==> config.mk <==
export PLATFORM = sky130hd
export DESIGN_NAME = salru_ctrl
export DESIGN_NICKNAME = d
export VERILOG_FILES = /design/src/rtl/core/salru_pkg.sv /design/src/rtl/core/salru_ctrl.sv
export SDC_FILE = /design/constraint.sdc
export NUM_CORES = 1
export LEC_CHECK = 0
export ABC_AREA = 1
export BUFFER_PORTS_ARGS = -buffer_cell sky130_fd_sc_hd__buf_2
export CAP_MARGIN = 20
export CELL_PAD_IN_SITES_DETAIL_PLACEMENT = 1
export CELL_PAD_IN_SITES_GLOBAL_PLACEMENT = 1
export CORE_MARGIN = 2
export CORE_UTILIZATION = 36
export CTS_CLUSTER_DIAMETER = 60
export CTS_CLUSTER_SIZE = 16
export DETAILED_ROUTE_END_ITERATION = 8
export GPL_ROUTABILITY_DRIVEN = 0
export PLACE_DENSITY = 0.83
export REMOVE_ABC_BUFFERS = 1
export SKIP_LAST_GASP = 1
export SLEW_MARGIN = 20
export SYNTH_ARGS = -nofsm -noshare
export SYNTH_HDL_FRONTEND = slang
export SYNTH_SLANG_ARGS = --single-unit
==> constraint.sdc <==
create_clock -name clk_i -period 1.6 [get_ports clk_i]
set_input_delay 0.08 -clock clk_i [delete_from_list [all_inputs] [get_ports clk_i]]
set_output_delay 0.08 -clock clk_i [all_outputs]
set_load 0.01 [all_outputs]
==> src/rtl/core/salru_pkg.sv <==
`default_nettype none

package salru_pkg;

  // Geometry of the tag store.
  localparam int unsigned MAX_WAYS  = 4;
  localparam int unsigned MAX_SETS  = 512;
  localparam int unsigned ADDR_BITS = 32;

  localparam int unsigned WAY_W  = 2;
  localparam int unsigned SET_W  = $clog2(MAX_SETS);
  localparam int unsigned RANK_W = 2;

  // Block size limits and the resulting tag width (the whole block number).
  localparam int unsigned MIN_SHIFT = 4;
  localparam int unsigned MAX_SHIFT = 6;
  localparam int unsigned TAG_W     = ADDR_BITS - MIN_SHIFT;

  localparam int unsigned COUNT_W = 32;

  // Configuration port.
  localparam int unsigned CFG_IDX_W   = 2;
  localparam int unsigned CFG_W       = 4;
  localparam int unsigned WAYS_CFG_W  = 3;
  localparam int unsigned SHIFT_CFG_W = 3;
  localparam int unsigned SLOG_CFG_W  = 4;

  typedef enum logic [CFG_IDX_W-1:0] {
    CFG_WAY_COUNT   = 2'd0,
    CFG_BLOCK_SHIFT = 2'd1,
    CFG_SET_LOG2    = 2'd2
  } cfg_idx_e;

  localparam logic [WAYS_CFG_W-1:0]  WAY_COUNT_RST   = 3'd4;
  localparam logic [SHIFT_CFG_W-1:0] BLOCK_SHIFT_RST = 3'd4;
  localparam logic [SLOG_CFG_W-1:0]  SET_LOG2_RST    = 4'd6;

  // One row of the tag store holds every way of one set.
  typedef struct packed {
    logic [MAX_WAYS-1:0][TAG_W-1:0]  tag;
    logic [MAX_WAYS-1:0][RANK_W-1:0] rank;
    logic [MAX_WAYS-1:0]             valid;
  } row_t;

  // Commands from the controller to the datapath.
  typedef struct packed {
    logic             lookup;
    logic             commit;
    logic             clr_we;
    logic [SET_W-1:0] clr_addr;
  } cmd_t;

endpackage

`default_nettype wire

==> src/rtl/core/salru_ctrl.sv <==
`default_nettype none

module salru_ctrl (
  input  logic             clk_i,
  input  logic             rst_ni,
  input  logic             in_valid_i,
  output logic             in_stall_o,
  output logic             out_valid_o,
  input  logic             out_stall_i,
  output salru_pkg::cmd_t  cmd_o
);
  import salru_pkg::*;

  typedef enum logic [2:0] {
    ST_CLEAR = 3'b001,
    ST_IDLE  = 3'b010,
    ST_BUSY  = 3'b100
  } state_e;

  state_e           state_q, state_d;
  logic [SET_W-1:0] clr_cnt_q, clr_cnt_d;
  logic             out_valid_q, out_valid_d;

  always_comb begin
    state_d        = state_q;
    clr_cnt_d      = clr_cnt_q;
    cmd_o          = '0;
    cmd_o.clr_addr = clr_cnt_q;
    unique case (state_q)
      ST_CLEAR: begin
        cmd_o.clr_we = 1'b1;
        clr_cnt_d    = clr_cnt_q + SET_W'(1);
        if (clr_cnt_q == SET_W'(MAX_SETS - 1)) begin
          state_d = ST_IDLE;
        end
      end
      ST_IDLE: begin
        if (in_valid_i) begin
          cmd_o.lookup = 1'b1;
          state_d      = ST_BUSY;
        end
      end
      ST_BUSY: begin
        // The result register must be free, or emptied in this cycle.
        if (!out_valid_q || !out_stall_i) begin
          cmd_o.commit = 1'b1;
          state_d      = ST_IDLE;
        end
      end
      default: begin
        state_d = ST_CLEAR;
      end
    endcase
  end

  always_comb begin
    out_valid_d = out_valid_q;
    if (cmd_o.commit) begin
      out_valid_d = 1'b1;
    end else if (out_valid_q && !out_stall_i) begin
      out_valid_d = 1'b0;
    end
  end

  always_ff @(posedge clk_i or negedge rst_ni) begin
    if (!rst_ni) begin
      state_q     <= ST_CLEAR;
      clr_cnt_q   <= '0;
      out_valid_q <= 1'b0;
    end else begin
      state_q     <= state_d;
      clr_cnt_q   <= clr_cnt_d;
      out_valid_q <= out_valid_d;
    end
  end

  assign in_stall_o  = (state_q != ST_IDLE);
  assign out_valid_o = out_valid_q;

endmodule

`default_nettype wire

==> results.yml, run 1 <==
status:
  outcome: "finished, final reports clean"
detailed_routing:
  wl_per_cell_um: 12.0
  drtIter0Drc: 7
  via_per_inst: 4.71
  drt-total-wl_um: 1520
  drt_first_pass_iters: 4
  drc: 0
  dr_total_vias: 598
  drtAntennaViolNets: 0
placed_design:
  post-place-ws_ns: 0.174
  port_buffers: 17
  dp.cells: 122
  post-dp-hpwl_um: 1170
sta:
  slew_viol_final: 0
  period_needed_ns: 1.46
  max-slew-margin-rel_pct: 79.5
  fin_crit_sh_pct: 91.1
  tightest_slew_ns: 0.307
  hold_slack_ns: 0.0366
  finalClockSkew_ns: 0.00270
  setup_slack_ns: 0.142
  rsz0062_at_grt: "no"
  finalSetupTns_ns: 0
  finalHoldViolCount: 0
  fmax_mhz: 686
  final-setup-viol-count: 0
global_route:
  grt_pass1_wl_um: 2520
  antenna_found_initial: 0
  grt_overflow: 0
  grt_max_degree: 14
  grt_util_all_layers_pct: 16.7
  grt_pass1_vias: 586
finish:
  finalNetCount: 109
  drive_gt1_share_pct: 25.5
  fin_cells: 127
  final_common_cell: "nand2_1"
  antenna_cells: 0
  area_growth_pct: 22.5
  fill_cells: 244
  final_cell_mix: "24 x nand2_1, 17 x buf_2, 12 x dfrtp_1"
  final_core_utilization_pct: 47.2
critical_path:
  critPathLaunchType: "flip-flop"
  worstSetupEndpointType: "flip-flop"
  cp.arrival_ns: 1.64
  reg2reg_depth: 7
  critical_path_class: "reg2reg"
  worstPathRequired_ns: 1.78
  critPathMaxFanout: 4
job:
  maxCapViolations: 0
floorplan:
  die_y_um: 47.2
  start_util_pct: 38.5
  core_area_um2: 1750
  die_area_um2: 2230
  rows: 15
  pin_count: 18
  die_w_um: 47.2
synth:
  syn_inst: 81
  yosysTopAreaCell: "dfrtp_1"
  yosysSeqAreaShare_pct: 48.6
  synth_seq_cells: 13
  syn_area_um2: 672
  ys.warnings.count: 0
  ys_top_cells_by_area: "dfrtp_1 45%, nand2_1 13%, inv_1 5.6%, nor2_1 5.6%, nand3_1 5.2%"
  avgSynthCellArea_um2: 8.29
  synthDistinctLibCells: 18
  synth_top_area_share_pct: 44.7
clock_tree:
  htree_num_levels: 1
  clockRootBuffer: "clkbuf_4"
  cts_sinks: 13
  clk_pin_slew_ns: 0.08
  cts_tree: "done"
  clk_latency_ns: 0.28
  clk_path_buf_depth: 2
  numCtsBuffers: 3
worst_hold_path:
  hp-class: "in2reg"
  holdPathStages: 3
power:
  vdd_drop_max_uv: 879
  p_leak_nw: 0.472
  power.density_nw_per_um2: 1710
through the flow:
step	total power, mW	cell area [um2]
floorplan	0.978	664
global route	1.52	823
finish	1.40	823
CTS	1.42	817
global placement	1.17	781
detailed placement	1.21	781
metal layers:
layer	routed length, um	global-route usage [%]	vias up
li1	-	-	295
met1	715	20.9	282
met2	710	26.6	17
met3	69	4.62	4
met4	23	8.33	0
met5	0	0	-
state kept, by name, indices dropped and copies added, names as in the netlist:
register / count
clr_cnt_q: 9
out_valid_o: 1
state_q: 3
repair_timing:
| action | 4_1_cts | 5_1_grt |
|---|---|---|
| hold endpoints to repair | 13 | 0 |
| hold buffers | 1 | 0 |
| endpoints found under the setup margin | 0 | 1 |
| gates resized for setup | 0 | 1 |
| buffers inserted | 0 | 0 |
cell type report:
| type | count | area, um2 | share of cell area (%) |
|---|---|---|---|
| Timing Repair Buffer | 18 | 95.1 | 11.6 |
| Tap cell | 25 | 31.3 | 3.80 |
| Multi-Input combinational cell | 57 | 307 | 37.2 |
| Sequential cell | 13 | 327 | 39.7 |
| Inverter | 10 | 37.5 | 4.56 |
| Clock buffer | 4 | 26.3 | 3.19 |
cell families after synthesis:
kind of cell | count (synthesis) | synth area share, %
DFF | 13 | 48.6
xor gates and xnor gates | 4 | 5.22
AOI/OAI and AO/OA | 1 | 0.744
buffers and inverters | 11 | 6.70
and+or+nand+nor | 50 | 35.0
adders and majority gates | 2 | 3.72
power breakdown:
part | internal, mW | switching, mW
registers | 0.447 | 0.127
clock network | 0.0968 | 0.109
logic | 0.236 | 0.389
total | 0.780 | 0.625
worst paths after layout:
check	slack (ns)	from	to
setup reg to reg	0.14	clr_cnt_q[0]	state_q[1]
min in group asynchronous	0.22	rst_ni	state_q[1]
hold / removal	0.04	out_stall_i	out_valid_o
max in group asynchronous	1.10	rst_ni	state_q[0]
hold reg to reg	0.52	out_valid_o	out_valid_o
setup / recovery	0.14	clr_cnt_q[0]	state_q[1]
critical path, cell delays in order, from the launching register on:
cell	delay (ns)
dfrtp_1	0.42
ha_1	0.23
nand3_1	0.14
nor4_2	0.06
ha_1	0.17
or2_1	0.24
nand2_1	0.07
nor2_1	0.04
Yosys cell counts:
cell,n
nand4_1,2
nand3_1,7
or2_1,1
nor4_1,1
xnor2_1,1
nor2_4,2
xor2_1,3
ha_1,2
nand3b_1,1
dfrtp_1,12
nor2_1,10
nand2_4,1
nor2_2,1
inv_1,10
o21ai_0,1
buf_4,1
dfstp_2,1
nand2_1,24
No activity file was read; power rests on OpenSTA's default activity.
==> run 2, diff against run 1 <==
--- a/config.mk
+++ b/config.mk
@@ -7,15 +7,15 @@
 export LEC_CHECK = 0
 export ABC_AREA = 1
-export BUFFER_PORTS_ARGS = -buffer_cell sky130_fd_sc_hd__buf_2
 export CAP_MARGIN = 20
 export CELL_PAD_IN_SITES_DETAIL_PLACEMENT = 1
 export CELL_PAD_IN_SITES_GLOBAL_PLACEMENT = 1
 export CORE_MARGIN = 2
-export CORE_UTILIZATION = 36
+export CORE_UTILIZATION = 39
 export CTS_CLUSTER_DIAMETER = 60
 export CTS_CLUSTER_SIZE = 16
 export DETAILED_ROUTE_END_ITERATION = 8
+export DONT_BUFFER_PORTS = 1
 export GPL_ROUTABILITY_DRIVEN = 0
-export PLACE_DENSITY = 0.83
+export PLACE_DENSITY = 0.76
 export REMOVE_ABC_BUFFERS = 1
 export SKIP_LAST_GASP = 1
==> constraint.sdc (replaced) <==
create_clock -name clk_i -period 1.6 [get_ports clk_i]
set_input_delay 0.32 -clock clk_i [delete_from_list [all_inputs] [get_ports clk_i]]
set_output_delay 0.32 -clock clk_i [all_outputs]
set_load 0.01 [all_outputs]
==> run 2 against run 1 <==
Net effect: cell count shrank 17%; non-clock buffer count shrank 13; setup slack lost 0.058 ns; die area shrank 7.1%; core utilization grew 1.7 points; sequential cell count is the same; clock power shrank 4%; critical path depth shrank 4; design area shrank 7.4%; critical path type is now reg2out; largest cell class unchanged.
==> results.yml, run 2 (same netlist as run 1, synthesis figures left out) <==
power:
  power_frac_seq_pct: 40.4
  netSwitchingPower_mw: 0.597
  clkPwrFrac_pct: 14.5
  p_leak_nw: 0.415
  power.density_nw_per_um2: 1800
  p_sw_share_pct: 43.6
  p_comb_share_pct: 45.2
  p_int_mw: 0.772
  vdd_drop_max_uv: 991
sta:
  finalClockSkew_ns: 0.000805
  slew_viol_final: 0
  fin_crit_sh_pct: 94.7
  period_needed_ns: 1.52
  setup_slack_ns: 0.0845
  finalHoldViolCount: 0
  finalSetupTns_ns: 0
  rsz0062_at_grt: "no"
  final-setup-viol-count: 0
  tightest_slew_ns: 0.603
  fmax_mhz: 660
  hold_slack_ns: 0.190
  max-slew-margin-rel_pct: 59.7
finish:
  final_core_utilization_pct: 48.9
  drive_gt1_share_pct: 16.9
  final_area_um2: 762
  finalNetCount: 96
  top_register: "clr_cnt_q"
  area_growth_pct: 13.4
  largest_register_ff_count: 9
  antenna_cells: 0
  final_common_cell: "nand2_1"
  final_cell_mix: "23 x nand2_1, 12 x dfrtp_1, 10 x inv_1"
detailed_routing:
  drt_first_pass_iters: 4
  drtIter0Drc: 7
  drt-total-wl_um: 1350
  dr_total_vias: 530
  via_per_inst: 5.05
  drtAntennaViolNets: 0
  drc: 0
  wl_per_cell_um: 12.9
placed_design:
  post-dp-hpwl_um: 1060
  port_buffers: 0
  placed_area_um2: 714
  post-place-ws_ns: 0.160
clock_tree:
  clk_pin_slew_ns: 0.08
  cts_sinks: 13
  clockRootBuffer: "clkbuf_4"
  htree_num_levels: 1
  numCtsBuffers: 3
  cts_tree: "done"
  clk_latency_ns: 0.27
  clk_path_buf_depth: 2
critical_path:
  r2r_slack_ns: 0.19
  critical_path_class: "reg2out"
  crit_path_cell_trace: "inv_1 -> nand3_1 -> nor2_1"
  cp.arrival_ns: 1.20
  worstPathRequired_ns: 1.28
  slowest_delay_ns: 0.57
  critPathLaunchType: "flip-flop"
  critPathMaxFanout: 4
  worstSetupEndpointType: "output pin"
  slowest_stage: "dfstp_2"
floorplan:
  rows: 14
  start_util_pct: 43.1
  die_y_um: 45.5
  pin_count: 18
  die_area_um2: 2070
  core_area_um2: 1560
  die_w_um: 45.5
global_route:
  grt_overflow: 0
  antenna_found_initial: 0
  grt_util_all_layers_pct: 15.1
  grt_pass1_wl_um: 2240
  grt_max_degree: 14
  grt_pass1_vias: 504
job:
  maxCapViolations: 0
worst_hold_path:
  hp-class: "in2reg"
status:
  outcome: "finished, final reports clean"
## run 2: cell count changes in the layout (fill, tap and decap cells not counted), sizes merged
cell  delta
buf     -13
## run 2: final timing paths
kind / from / to / cells past startpoint
max: state_q[0] / cmd_o[10] / 3
min: out_stall_i / out_valid_o / 2
max reg2reg: clr_cnt_q[0] / state_q[1] / 7
min reg2reg: out_valid_o / out_valid_o / 2
max in group asynchronous: rst_ni / state_q[2] / 1
min in group asynchronous: rst_ni / out_valid_o / 1
## run 2: through the flow
| step | instances | total power, mW |
|---|---|---|
| 6_report | 105 | 1.37 |
| 5_1_grt | 105 | 1.50 |
| 4_1_cts | 105 | 1.38 |
| 3_5_place_dp | 100 | 1.17 |
| 3_3_place_gp | 100 | 1.14 |
| 2_1_floorplan | 80 | 0.978 |
## run 2: power groups by stage
stage / sequential, mW / combinational, mW / clock [mW]
6_report: 0.553 / 0.619 / 0.198
3_5_place_dp: 0.564 / 0.604 / 0
2_1_floorplan: 0.599 / 0.379 / 0
4_1_cts: 0.557 / 0.616 / 0.208
3_3_place_gp: 0.559 / 0.585 / 0
5_1_grt: 0.572 / 0.708 / 0.222
## run 2: worst max-delay path: cells and delay by family (launching register included)
| family | cells | cell delay, ns |
|---|---|---|
| simple gates | 2 | 0.27 |
| flops | 1 | 0.57 |
| buf+inv | 1 | 0.08 |
## run 2: cell type report
class                      instances  area [um2]
fill                             203         797
multi-input combinational         57         312
inverter                          10        37.5
clock buffer                       4        26.3
timing repair buffer               5        40.0
sequential                        13         327
tap                               16        20.0
## run 2: repair_timing
item | 4_1_cts | 5_1_grt
buffers inserted | 0 | 0
hold buffers | 1 | 0
setup endpoints to repair | 0 | 2
gates resized for setup | 0 | 3
hold endpoints to repair | 13 | 0
## run 2: routing by layer
layer | vias to the layer above | GRT usage [%] | part of all wire, %
li1 | 267 | - | -
met3 | 2 | 5.56 | 5.5
met1 | 246 | 21.1 | 48
met5 | - | 0 | 0
met4 | 0 | 5.29 | 0.96
met2 | 15 | 21.4 | 46
